$ cat src/sv/ecd_pkg.sv
package ecd_pkg;

	localparam int unsigned DAY_SECS = 86400;
	localparam logic [63:0] MARCH_SHIFT_SECS = 64'd719468 * 64'(DAY_SECS);

	localparam int unsigned ERA_DIV_W = 27;
	localparam logic [63:0] ERA_DIV = 64'd146097 * 64'd675;

	localparam logic [9:0] DAY_UNIT = 10'd675;
	localparam int unsigned SH_675 = 37;
	localparam logic [27:0] M_675 = 28'(((64'd1 << SH_675) + 64'd674) / 64'd675);

	localparam logic [17:0] CENT_DAYS = 18'd36524;
	localparam logic [17:0] ERA_LAST_DAY = 18'd146096;
	localparam int unsigned SH_1460 = 29;
	localparam logic [18:0] M_1460 = 19'(((64'd1 << SH_1460) + 64'd1459) / 64'd1460);

	localparam logic [8:0] YEAR_DAYS = 9'd365;
	localparam int unsigned SH_365 = 27;
	localparam logic [18:0] M_365 = 19'(((64'd1 << SH_365) + 64'd364) / 64'd365);

	localparam int unsigned SH_153 = 19;
	localparam logic [11:0] M_153 = 12'(((64'd1 << SH_153) + 64'd152) / 64'd153);

	localparam logic [11:0] HOUR_SECS = 12'd3600;
	localparam int unsigned SH_3600 = 29;
	localparam logic [17:0] M_3600 = 18'(((64'd1 << SH_3600) + 64'd3599) / 64'd3600);

	localparam logic [5:0] MIN_SECS = 6'd60;
	localparam int unsigned SH_60 = 18;
	localparam logic [12:0] M_60 = 13'(((64'd1 << SH_60) + 64'd59) / 64'd60);

	typedef struct packed {
		logic vld;
		logic [23:0] era;
		logic [ERA_DIV_W-1:0] rem;
		logic [6:0] low7;
	} ecd_era_t;

	typedef struct packed {
		logic vld;
		logic [23:0] era;
		logic [17:0] doe;
		logic [16:0] sod;
	} ecd_day_t;

	function automatic logic [8:0] month_start(input logic [3:0] mp);
		logic [8:0] r;
		case (mp)
			4'd0: r = 9'd0;
			4'd1: r = 9'd31;
			4'd2: r = 9'd61;
			4'd3: r = 9'd92;
			4'd4: r = 9'd122;
			4'd5: r = 9'd153;
			4'd6: r = 9'd184;
			4'd7: r = 9'd214;
			4'd8: r = 9'd245;
			4'd9: r = 9'd275;
			4'd10: r = 9'd306;
			4'd11: r = 9'd337;
			default: r = 9'd0;
		endcase
		return r;
	endfunction

endpackage

$ cat src/sv/ecd_front.sv
module ecd_front import ecd_pkg::*; #(
	parameter int EPOCH_BITS = 48,
	parameter int SUM_W = 49,
	parameter int DVD_W = 43,
	parameter logic [63:0] BIAS = 64'd0
) (
	input logic clk,
	input logic arst_n,
	input logic start,
	input logic signed [EPOCH_BITS-1:0] epoch_seconds,
	input logic signed [17:0] offset_seconds,
	output logic vld,
	output logic [DVD_W-1:0] dvd,
	output logic [6:0] low7
);

	logic vld_s1;
	logic vld_s2;
	logic signed [SUM_W-1:0] sum_s1;
	logic [DVD_W-1:0] dvd_s2;
	logic [6:0] low7_s2;

	always_ff @(posedge clk or negedge arst_n) begin
		if (!arst_n) begin
			vld_s1 <= 1'b0;
			vld_s2 <= 1'b0;
		end else begin
			vld_s1 <= start;
			vld_s2 <= vld_s1;
		end
	end

	always_ff @(posedge clk) begin
		sum_s1 <= SUM_W'(epoch_seconds) + SUM_W'(offset_seconds)
			+ $signed(SUM_W'(MARCH_SHIFT_SECS));
		dvd_s2 <= DVD_W'(sum_s1 >>> 7) + DVD_W'(BIAS);
		low7_s2 <= sum_s1[6:0];
	end

	assign vld = vld_s2;
	assign dvd = dvd_s2;
	assign low7 = low7_s2;

endmodule

$ cat src/sv/ecd_era_div.sv
module ecd_era_div import ecd_pkg::*; #(
	parameter int DVD_W = 43,
	parameter logic [23:0] ERA_K_LO = 24'd0
) (
	input logic clk,
	input logic arst_n,
	input logic vld,
	input logic [DVD_W-1:0] dvd,
	input logic [6:0] low7,
	output ecd_era_t quot
);

	localparam int TW = DVD_W - ERA_DIV_W;
	localparam int QW = TW + 1;
	localparam int PW = 2 * TW + 1;
	localparam int RW = ERA_DIV_W + 2;
	localparam logic [QW-1:0] RECIP = QW'((64'd1 << (TW + ERA_DIV_W)) / ERA_DIV);
	localparam logic [RW-1:0] DIV_1 = RW'(ERA_DIV);
	localparam logic [RW-1:0] DIV_2 = RW'(ERA_DIV * 64'd2);
	localparam logic [RW-1:0] DIV_3 = RW'(ERA_DIV * 64'd3);

	logic vld_s1, vld_s2, vld_s3, vld_s4;
	logic [PW-1:0] prod_s1;
	logic [RW-1:0] lo_s1, lo_s2;
	logic [6:0] low7_s1, low7_s2, low7_s3, low7_s4;
	logic [QW-1:0] q_s2, q_s3, q_s4;
	logic [RW-1:0] m_s2;
	logic [RW-1:0] r_s3;
	logic [ERA_DIV_W-1:0] rem_s4;
	logic [QW-1:0] q_est;
	logic [1:0] fix;
	logic [RW-1:0] left;

	// The estimate from the top bits is low by at most three eras.
	assign q_est = prod_s1[TW +: QW];

	always_comb begin
		if (r_s3 >= DIV_3) begin
			fix = 2'd3;
			left = r_s3 - DIV_3;
		end else if (r_s3 >= DIV_2) begin
			fix = 2'd2;
			left = r_s3 - DIV_2;
		end else if (r_s3 >= DIV_1) begin
			fix = 2'd1;
			left = r_s3 - DIV_1;
		end else begin
			fix = 2'd0;
			left = r_s3;
		end
	end

	always_ff @(posedge clk or negedge arst_n) begin
		if (!arst_n) begin
			vld_s1 <= 1'b0;
			vld_s2 <= 1'b0;
			vld_s3 <= 1'b0;
			vld_s4 <= 1'b0;
		end else begin
			vld_s1 <= vld;
			vld_s2 <= vld_s1;
			vld_s3 <= vld_s2;
			vld_s4 <= vld_s3;
		end
	end

	always_ff @(posedge clk) begin
		prod_s1 <= PW'(dvd[DVD_W-1 -: TW]) * PW'(RECIP);
		lo_s1 <= dvd[RW-1:0];
		low7_s1 <= low7;

		q_s2 <= q_est;
		m_s2 <= RW'(q_est) * DIV_1;
		lo_s2 <= lo_s1;
		low7_s2 <= low7_s1;

		r_s3 <= lo_s2 - m_s2;
		q_s3 <= q_s2;
		low7_s3 <= low7_s2;

		q_s4 <= q_s3 + QW'(fix);
		rem_s4 <= left[ERA_DIV_W-1:0];
		low7_s4 <= low7_s3;
	end

	assign quot.vld = vld_s4;
	assign quot.era = 24'(64'(q_s4)) - ERA_K_LO;
	assign quot.rem = rem_s4;
	assign quot.low7 = low7_s4;

endmodule

$ cat src/sv/ecd_split.sv
module ecd_split import ecd_pkg::*; (
	input logic clk,
	input logic arst_n,
	input ecd_era_t quot,
	output ecd_day_t days
);

	logic vld_s1;
	logic vld_s2;
	logic [54:0] prod_s1;
	logic [ERA_DIV_W-1:0] rem_s1;
	logic [6:0] low7_s1;
	logic [23:0] era_s1;
	logic [23:0] era_s2;
	logic [17:0] doe_s2;
	logic [16:0] sod_s2;
	logic [17:0] doe;

	always_ff @(posedge clk or negedge arst_n) begin
		if (!arst_n) begin
			vld_s1 <= 1'b0;
			vld_s2 <= 1'b0;
		end else begin
			vld_s1 <= quot.vld;
			vld_s2 <= vld_s1;
		end
	end

	assign doe = prod_s1[SH_675 +: 18];

	always_ff @(posedge clk) begin
		prod_s1 <= 55'(quot.rem) * 55'(M_675);
		rem_s1 <= quot.rem;
		low7_s1 <= quot.low7;
		era_s1 <= quot.era;
		doe_s2 <= doe;
		sod_s2 <= {10'(rem_s1 - 27'(doe) * 27'(DAY_UNIT)), low7_s1};
		era_s2 <= era_s1;
	end

	assign days.vld = vld_s2;
	assign days.era = era_s2;
	assign days.doe = doe_s2;
	assign days.sod = sod_s2;

endmodule

$ cat src/sv/ecd_date.sv
module ecd_date import ecd_pkg::*; (
	input logic clk,
	input logic arst_n,
	input ecd_day_t days,
	output logic done,
	output logic [23:0] year,
	output logic [3:0] month,
	output logic [4:0] day
);

	logic vld_s1, vld_s2, vld_s3, vld_s4, vld_s5, vld_s6;
	logic [17:0] doe_s1, doe_s2, doe_s3;
	logic [23:0] era_s1;
	logic [36:0] p1460_s1;
	logic [2:0] c36_s1;
	logic c146_s1;
	logic [17:0] num_s2;
	logic [23:0] era400_s2, era400_s3, era400_s4, era400_s5;
	logic [36:0] p365_s3;
	logic [8:0] doy_s4, doy_s5;
	logic [8:0] yoe_s4, yoe_s5;
	logic [22:0] p153_s5;
	logic [23:0] year_s6;
	logic [3:0] month_s6;
	logic [4:0] day_s6;

	logic [8:0] yoe;
	logic [1:0] c100;
	logic [17:0] base;
	logic [10:0] x153;
	logic [3:0] mp;
	logic [3:0] mon;

	always_ff @(posedge clk or negedge arst_n) begin
		if (!arst_n) begin
			vld_s1 <= 1'b0;
			vld_s2 <= 1'b0;
			vld_s3 <= 1'b0;
			vld_s4 <= 1'b0;
			vld_s5 <= 1'b0;
			vld_s6 <= 1'b0;
		end else begin
			vld_s1 <= days.vld;
			vld_s2 <= vld_s1;
			vld_s3 <= vld_s2;
			vld_s4 <= vld_s3;
			vld_s5 <= vld_s4;
			vld_s6 <= vld_s5;
		end
	end

	always_comb begin
		yoe = p365_s3[SH_365 +: 9];
		c100 = 2'(yoe >= 9'd100) + 2'(yoe >= 9'd200) + 2'(yoe >= 9'd300);
		base = 18'(yoe) * 18'(YEAR_DAYS) + 18'(yoe[8:2]) - 18'(c100);
		x153 = 11'(doy_s4) * 11'd5 + 11'd2;
		mp = p153_s5[SH_153 +: 4];
		mon = (mp < 4'd10) ? mp + 4'd3 : mp - 4'd9;
	end

	always_ff @(posedge clk) begin
		doe_s1 <= days.doe;
		era_s1 <= days.era;
		p1460_s1 <= 37'(days.doe) * 37'(M_1460);
		c36_s1 <= 3'(days.doe >= CENT_DAYS) + 3'(days.doe >= CENT_DAYS * 18'd2)
			+ 3'(days.doe >= CENT_DAYS * 18'd3) + 3'(days.doe >= ERA_LAST_DAY);
		c146_s1 <= days.doe == ERA_LAST_DAY;

		num_s2 <= doe_s1 - 18'(p1460_s1[SH_1460 +: 7]) + 18'(c36_s1) - 18'(c146_s1);
		era400_s2 <= era_s1 * 24'd400;
		doe_s2 <= doe_s1;

		p365_s3 <= 37'(num_s2) * 37'(M_365);
		era400_s3 <= era400_s2;
		doe_s3 <= doe_s2;

		doy_s4 <= 9'(doe_s3 - base);
		yoe_s4 <= yoe;
		era400_s4 <= era400_s3;

		p153_s5 <= 23'(x153) * 23'(M_153);
		doy_s5 <= doy_s4;
		yoe_s5 <= yoe_s4;
		era400_s5 <= era400_s4;

		year_s6 <= era400_s5 + 24'(yoe_s5) + 24'(mon <= 4'd2);
		month_s6 <= mon;
		day_s6 <= 5'(doy_s5 - month_start(mp) + 9'd1);
	end

	assign done = vld_s6;
	assign year = year_s6;
	assign month = month_s6;
	assign day = day_s6;

endmodule

$ cat src/sv/ecd_clock.sv
module ecd_clock import ecd_pkg::*; (
	input logic clk,
	input logic [16:0] sod,
	output logic [4:0] hour,
	output logic [5:0] minute,
	output logic [5:0] second
);

	logic [34:0] ph_s1;
	logic [16:0] sod_s1;
	logic [4:0] hour_s2, hour_s3, hour_s4, hour_s5, hour_s6;
	logic [11:0] soh_s2, soh_s3;
	logic [24:0] pm_s3;
	logic [5:0] minute_s4, minute_s5, minute_s6;
	logic [5:0] second_s4, second_s5, second_s6;
	logic [4:0] hr;
	logic [5:0] mn;

	assign hr = ph_s1[SH_3600 +: 5];
	assign mn = pm_s3[SH_60 +: 6];

	always_ff @(posedge clk) begin
		ph_s1 <= 35'(sod) * 35'(M_3600);
		sod_s1 <= sod;

		hour_s2 <= hr;
		soh_s2 <= 12'(sod_s1 - 17'(hr) * 17'(HOUR_SECS));

		pm_s3 <= 25'(soh_s2) * 25'(M_60);
		hour_s3 <= hour_s2;
		soh_s3 <= soh_s2;

		hour_s4 <= hour_s3;
		minute_s4 <= mn;
		second_s4 <= 6'(soh_s3 - 12'(mn) * 12'(MIN_SECS));

		hour_s5 <= hour_s4;
		minute_s5 <= minute_s4;
		second_s5 <= second_s4;

		hour_s6 <= hour_s5;
		minute_s6 <= minute_s5;
		second_s6 <= second_s5;
	end

	assign hour = hour_s6;
	assign minute = minute_s6;
	assign second = second_s6;

endmodule

$ cat src/sv/epoch_to_civil_datetime_top.sv
// Channel   Handshake          Words
// input     start, busy        epoch_seconds, offset_seconds
// result    done               year, month, day, hour, minute, second
//
// One word is taken in every cycle; busy is never raised.
// The pipeline depth is the same at any EPOCH_BITS: two stages form the sum, four
// divide by the era length through a reciprocal multiplication, two split the day
// and six give the date.
// Results leave in the order the words came in.
// Reset clears only the valid bits of the pipeline; the receiver cannot stall it.
module epoch_to_civil_datetime_top import ecd_pkg::*; #(
	parameter int EPOCH_BITS = 48
) (
	input logic clk,
	input logic arst_n,
	input logic start,
	output logic busy,
	input logic signed [EPOCH_BITS-1:0] epoch_seconds,
	input logic signed [17:0] offset_seconds,
	output logic done,
	output logic signed [23:0] year,
	output logic [3:0] month,
	output logic [4:0] day,
	output logic [4:0] hour,
	output logic [5:0] minute,
	output logic [5:0] second
);

	localparam int SUM_W = ((EPOCH_BITS > 38) ? EPOCH_BITS : 38) + 1;
	localparam int DVD_W = SUM_W - 6;
	localparam logic [63:0] ERA_K = ((64'd1 << (DVD_W - 2)) + ERA_DIV - 64'd1) / ERA_DIV;
	localparam logic [63:0] ERA_BIAS = ERA_K * ERA_DIV;

	logic front_vld;
	logic [DVD_W-1:0] front_dvd;
	logic [6:0] front_low7;
	ecd_era_t quot;
	ecd_day_t days;
	logic [23:0] year_u;

	assign busy = 1'b0;

	ecd_front #(
		.EPOCH_BITS(EPOCH_BITS),
		.SUM_W(SUM_W),
		.DVD_W(DVD_W),
		.BIAS(ERA_BIAS)
	) u_front (
		.clk(clk),
		.arst_n(arst_n),
		.start(start),
		.epoch_seconds(epoch_seconds),
		.offset_seconds(offset_seconds),
		.vld(front_vld),
		.dvd(front_dvd),
		.low7(front_low7)
	);

	ecd_era_div #(
		.DVD_W(DVD_W),
		.ERA_K_LO(ERA_K[23:0])
	) u_era_div (
		.clk(clk),
		.arst_n(arst_n),
		.vld(front_vld),
		.dvd(front_dvd),
		.low7(front_low7),
		.quot(quot)
	);

	ecd_split u_split (
		.clk(clk),
		.arst_n(arst_n),
		.quot(quot),
		.days(days)
	);

	ecd_date u_date (
		.clk(clk),
		.arst_n(arst_n),
		.days(days),
		.done(done),
		.year(year_u),
		.month(month),
		.day(day)
	);

	ecd_clock u_clock (
		.clk(clk),
		.sod(days.sod),
		.hour(hour),
		.minute(minute),
		.second(second)
	);

	assign year = $signed(year_u);

endmodule

$ cat config.mk
export PLATFORM = sky130hd
export DESIGN_NAME = epoch_to_civil_datetime_top
export DESIGN_NICKNAME = d
export VERILOG_FILES = /design/src/sv/ecd_pkg.sv /design/src/sv/ecd_front.sv /design/src/sv/ecd_era_div.sv /design/src/sv/ecd_split.sv /design/src/sv/ecd_date.sv /design/src/sv/ecd_clock.sv /design/src/sv/epoch_to_civil_datetime_top.sv
export SDC_FILE = /design/constraint.sdc
export NUM_CORES = 2
export LEC_CHECK = 0
export BUFFER_PORTS_ARGS = -buffer_cell sky130_fd_sc_hd__buf_2
export CAP_MARGIN = 40
export CORE_UTILIZATION = 41
export CTS_BUF_LIST = sky130_fd_sc_hd__clkbuf_16
export DETAILED_ROUTE_END_ITERATION = 8
export PLACE_DENSITY_LB_ADDON = 0.12
export SLEW_MARGIN = 25
export SYNTH_ARGS = -nofsm -noshare
export SYNTH_HDL_FRONTEND = slang
export SYNTH_SLANG_ARGS = --single-unit
$ cat constraint.sdc
create_clock -name clk -period 6.42 [get_ports clk]
set_input_delay 0.642 -clock clk [delete_from_list [all_inputs] [get_ports clk]]
set_output_delay 0.642 -clock clk [all_outputs]
set_load 0.03 [all_outputs]
# Word level (Yosys, flattened, before mapping)
# Memory sizes are Yosys's and may differ from the RTL's. A register that Yosys moved wholly into a read port is not among the register bits.
# Cells that the tools add are included.
# Widths: inputs -> output; s select.
totals:
  reg_bits: 969
  romBits: 144
  in_bits: 69
  out_inout_bits: 52
  n_memories: 1
memory_table:
  columns: ["name", "depth", "word_bits", "rd", "rd_ports_with_merged_regs", "write_ports", "line_no", "text"]
  rows:
  - ["(no name shown)", 16, 9, 1, 1, 0, "ecd_pkg.sv:49", "case (mp)"]
classes:
  add_sub_neg: 30
  n_mul: 14
  magnitude_cmp: 12
  n_eq_ne: 1
  n_mux: 7
op_table:
  columns: ["op", "count"]
  rows:
  - ["$mux 27", 3]
  - ["$mul 18x16->33 const B", 2]
  - ["$mul 27x28->55 const B", 1]
  - ["$add 48x18->49", 1]
  - ["$add 49x37->49 const B", 1]
  - ["$add 43x42->43 const B", 1]
  - ["$ge 18x17->1 const B", 2]
  - ["$mul 17x18->34 const B", 1]
  - ["$mul 16x17->33 const B", 1]
  - ["$ge 29x27->1 const B", 1]
  - ["$ge 29x28->1 const B", 1]
  - ["$ge 29x29->1 const B", 1]
  - ["$mul 17x27->29 const B", 1]
  - ["$sub 29x29->29", 1]
  - ["$sub 27x25->27 const B", 1]
  - ["$sub 27x26->27 const B", 1]
  - ["$sub 27x27->27 const B", 1]
  - ["$add 24x1->24", 1]
  - ["$add 24x9->24", 1]
  - ["$mul 24x5->20 const B", 1]
  - ["$mul 11x12->23 const B", 1]
  - ["$mul 12x12->23 const B", 1]
  - ["$add 18x3->18", 1]
  - ["$eq 18x18->1 const B", 1]
  - ["other kinds (33)", 36]

# Depth between registers and ports, before layout
logic_depth:
  depth_word: 5
  ltp_mapped: 34
  depth_no_buf: 34

# By module
# A second synthesis with hierarchy kept.
unflattened:
  cells_unflattened: 6763
  hier_area_um2: 69653.1
modules_own_cells:
  columns: ["mod", "instances", "cells_each", "area_per_inst_um2"]
  rows:
  - ["ecd_date", 1, 2174, 23437.5]
  - ["ecd_era_div", 1, 1795, 17880.9]
  - ["ecd_split", 1, 1314, 13714.4]
  - ["ecd_clock", 1, 782, 8346.8]
  - ["ecd_front", 1, 696, 6262.3]
  - ["epoch_to_civil_datetime_top", 1, 2, 11.3]

# Least setup slack after synthesis
# Ideal clock, no wire load.
synth_path:
  kind: "flip-flop to flip-flop"
  startpoint: "register u_date.doy_s4[1]"
  endpoint: "register (tool-made name)"
  setup_time_ns: 0.121
  t_arrival_ns: 6.791
  required_ns: 6.299
  setup_slack_ns: -0.492
  stages_incl_launch_ff: 32
  n_path_buf: 0
  synth_period_minus_slack_ns: 6.912
  path_cell_list: "dfxtp_1 ha_1 ha_1 a31oi_1 nor2b_1 o21a_1 o21a_1 o21ai_0 nand2b_1 a21oi_1 xnor2_1 inv_1 ha_1 ha_1 or2_2 fa_1 inv_1 fa_1 fa_1 inv_1 ha_1 nand4_1 nor2_1 a221oi_1 o21ai_0 a31o_2 a21o_1 a21oi_1 xor2_1 ha_1 nand2_1 mux2_2"
synth_rtl:
  columns: ["element", "line_no", "text"]
  rows:
  - ["start, declared", "ecd_date.sv:20", "logic [8:0] doy_s4, doy_s5;"]
  - ["start signal, assigned", "ecd_date.sv:77", "doy_s4 <= 9'(doe_s3 - base);"]

==> flow_metrics.py <==
metrics = {
    "outcome": {
        "status": "finished, violations left",
        "violations": "negative setup slack",
    },
    "critical_path": {
        "crit_type": "flip-flop to flip-flop",
        "ff2ff_setup_slack_ps": -220,
        "worstPathRequired_ps": 7030,
        "crit_family": "adder cells",
        "cp_max_fo": 4,
        "cp_common_cell": "ha_4",
        "endpoint_kind": "flip-flop",
        "cp-startpoint": "u_date.doy_s4[1]",
        "crit_cells": 32,
        "slowest_delay_ps": 560,
        "crit-reg2reg-launch": "u_date.doy_s4[1]",
        "worst-path-buf-inv": 4,
        "reg2regPathDepth": 32,
        "cp_slowest_cell": "fa_1",
        "start_kind": "flip-flop",
        "arrival_ps": 7250,
    },
    "sta": {
        "finClkSkew_ps": 60.4,
        "finalCriticalPeriod_ps": 6640,
        "rsz0062_at_grt": "yes",
        "hold_viol_final": 0,
        "fin_ws_ps": -225,
        "setup_viol": 7,
        "max_freq_mhz": 150,
        "fin_crit_sh_pct": 103,
        "slew_violations": 0,
        "worst_pin_slew_ps": 722,
        "relSlewSlack_pct": 51.3,
        "fin_setup_tns_ps": -856,
    },
    "clock_network": {
        "clkTransAtPathRegs_ps": 60,
        "numCtsBuffers": 90,
        "cts_buffer_depth": 3,
        "clock-sinks": 805,
        "htree_levels": 3,
        "insertion_delay_ps": 720,
        "cts_tree": "built",
        "cts-root-buf": "clkbuf_16",
    },
    "logic_synthesis": {
        "yosysMostFrequentCell": "ha_1",
        "synth-seq-area-share_pct": 24.1,
        "syn_inst": 6354,
        "yosysUniqueCellTypes": 84,
        "ys.flop_type": "dfxtp_1",
        "syn-cell-area_um2": 67200,
        "yosysWarnings": 0,
        "synthesis.nets": 8674,
        "synthArstFlopShare_pct": 1.74,
        "synth_edf_count": 0,
        "ys_seq_elements": 805,
        "synthTopCellsByCount": "ha_1, inv_1, dfxtp_1",
        "yosysTopAreaCellShare_pct": 28.0,
        "synth_top_cell_by_area": "ha_1",
        "syn_area_per_cell_um2": 10.6,
        "synthTopCellsByArea": "ha_1, dfxtp_1, fa_1",
    },
    "detailed_routing": {
        "dr.pass1.iters": 5,
        "viasPerCell": 4.68,
        "drtAntennaViolNets": 0,
        "wl_per_cell_um": 15.5,
        "post-route-drc-count": 0,
        "detail_route.wirelength_um": 140000,
        "dr_total_vias": 42100,
        "drtIter0Drc": 1663,
    },
    "global_route": {
        "grt_pass1_wl_um": 231000,
        "gr-total-overflow": 0,
        "grtUsageTotal_pct": 17.6,
        "antenna_found_initial": 1,
        "grt_pass1_vias": 44800,
        "grt_max_degree": 30,
    },
    "floorplanning": {
        "rows": 148,
        "io_pins": 121,
        "start_util_pct": 41.3,
        "die_area_um2": 166000,
        "die_w_um": 407,
        "coreArea_um2": 163000,
        "fp.dieH_um": 407,
    },
    "place": {
        "dpl_worst_slack_ps": -268,
        "hpwl_um": 120000,
        "port-buffer-count": 119,
        "routabilityCongestion": 0.925,
    },
    "hold_path": {
        "hold_path_class": "primary input to flip-flop",
    },
    "flow_run": {
        "maxCapViolations": 0,
    },
    "final_layout": {
        "fillCellCount": 15300,
        "final_layout_size_suffix_gt1_share_pct": 8.48,
        "nets": 9053,
        "area_growth_pct": 12.1,
    },
}
state kept, by name, summed over array words and instances, names as in the netlist, 22 cells and up, named ones only:
signal and flops:
u_front.dvd 43, u_front.sum_s1 49, u_split.prod_s1 22, u_date.year 24
u_era_div.lo_s1 28, u_era_div.r_s3 29, u_era_div.rem_s4 27, u_era_div.lo_s2 29
u_era_div.m_s2 28
per-layer routing:
| layer | vias up | routed length (um) | GRT usage (%) |
|---|---|---|---|
| met5 | - | 0 | 0 |
| li1 | 21300 | - | - |
| met4 | 0 | 3360 | 4.89 |
| met1 | 20100 | 65000 | 23.0 |
| met2 | 470 | 67000 | 30.1 |
| met3 | 165 | 4220 | 2.41 |
stage by stage:
stage / area (um2) / cells / hold slack [ps] / utilization, %
after floorplan: 67300 / 6354 / 310 / -
after global placement: 71800 / 8795 / 310 / 44.1
after detailed placement: 71900 / 8798 / 312 / 44.1
after CTS: 75100 / 8975 / 121 / 46.1
after global routing: 75400 / 8983 / 165 / 46.3
final: 75400 / 8984 / 192 / 46.3
worst reg2reg max path, delay by kind of cell, from the launching register on:
family,cells,cell delay [ps]
adder cells (fa/ha/maj),9,2970
AO/OA/AOI/OAI,12,2100
buffers and inverters,4,390
XOR/XNOR,2,380
flip-flops,1,360
AND/OR/NAND/NOR,5,350
how the worst min path moves through the flow:
stage | startpoint | to | slack (ps) | cells after the start
3_5_place_dp | u_clock.hour_s3[1] | u_clock.hour_s4[1] | 310 | 0
5_1_grt | offset_seconds[0] | u_front.sum_s1[0] | 160 | 2
6_report | offset_seconds[0] | u_front.sum_s1[0] | 190 | 2
4_1_cts | offset_seconds[0] | u_front.sum_s1[0] | 120 | 2
2_1_floorplan | u_clock.hour_s5[0] | u_clock.hour[0] | 310 | 0
3_3_place_gp | u_era_div.prod_s1[0] | u_era_div.lo_s2[27] | 310 | 0
cells by family after synthesis:
| family | Yosys count | share of synthesized area [%] |
|---|---|---|
| AOI/OAI and AO/OA | 778 | 7.53 |
| and+or+nand+nor | 689 | 4.97 |
| DFF | 805 | 24.1 |
| buffers and inverters | 1438 | 8.08 |
| other | 1 | 0.00558 |
| adders and majority gates | 2251 | 50.2 |
| muxes | 5 | 0.0782 |
| xor gates and xnor gates | 387 | 5.04 |
what timing repair did:
| action | CTS | global route |
|---|---|---|
| setup endpoints to repair | 13 | 24 |
| hold buffers | 2 | 0 |
| resized for setup | 36 | 47 |
| endpoints found under the hold margin | 15 | 0 |
| setup buffers | 8 | 8 |
| pin swaps | 29 | 29 |
cells in the final DEF (no fill, tap or decap), types with 15 or more instances in the layout:
master | Yosys | layout
nor3_1 | 47 | 47
o21bai_1 | 33 | 32
a21oi_1 | 229 | 223
buf_4 | 2 | 185
and3_1 | 38 | 38
nand2_1 | 170 | 166
nor4_1 | 15 | 15
o211ai_1 | 18 | 18
inv_1 | 1410 | 1410
dfxtp_1 | 791 | 779
nand2b_1 | 27 | 27
clkinv_2 | 0 | 15
xor2_1 | 121 | 118
buf_2 | 14 | 119
a211oi_1 | 21 | 19
o21ai_0 | 131 | 127
a21o_1 | 124 | 124
nor2_1 | 176 | 174
nand4_1 | 37 | 37
nand3_1 | 83 | 83
xnor2_1 | 266 | 263
a21boi_0 | 16 | 16
a31oi_1 | 36 | 34
clkbuf_16 | 0 | 91
ha_1 | 1505 | 1487
nor2b_1 | 38 | 37
o21a_1 | 43 | 43
fa_1 | 746 | 743
or2_2 | 17 | 15
cell type report:
type | count | area (um2) | area share [%]
inverter | 1411 | 5300 | 7.04
timing repair buffer | 314 | 2100 | 2.78
clock inverter | 76 | 741 | 0.983
antenna | 1 | 2.50 | 0.00332
clock buffer | 91 | 2280 | 3.02
sequential | 805 | 16200 | 21.5
tap | 2175 | 2720 | 3.61
multi-input combinational | 4111 | 46000 | 61.1
Power is left out: the tool's default activity adds up to more than one toggle a clock period on the data nets, which glitch-free logic cannot reach.
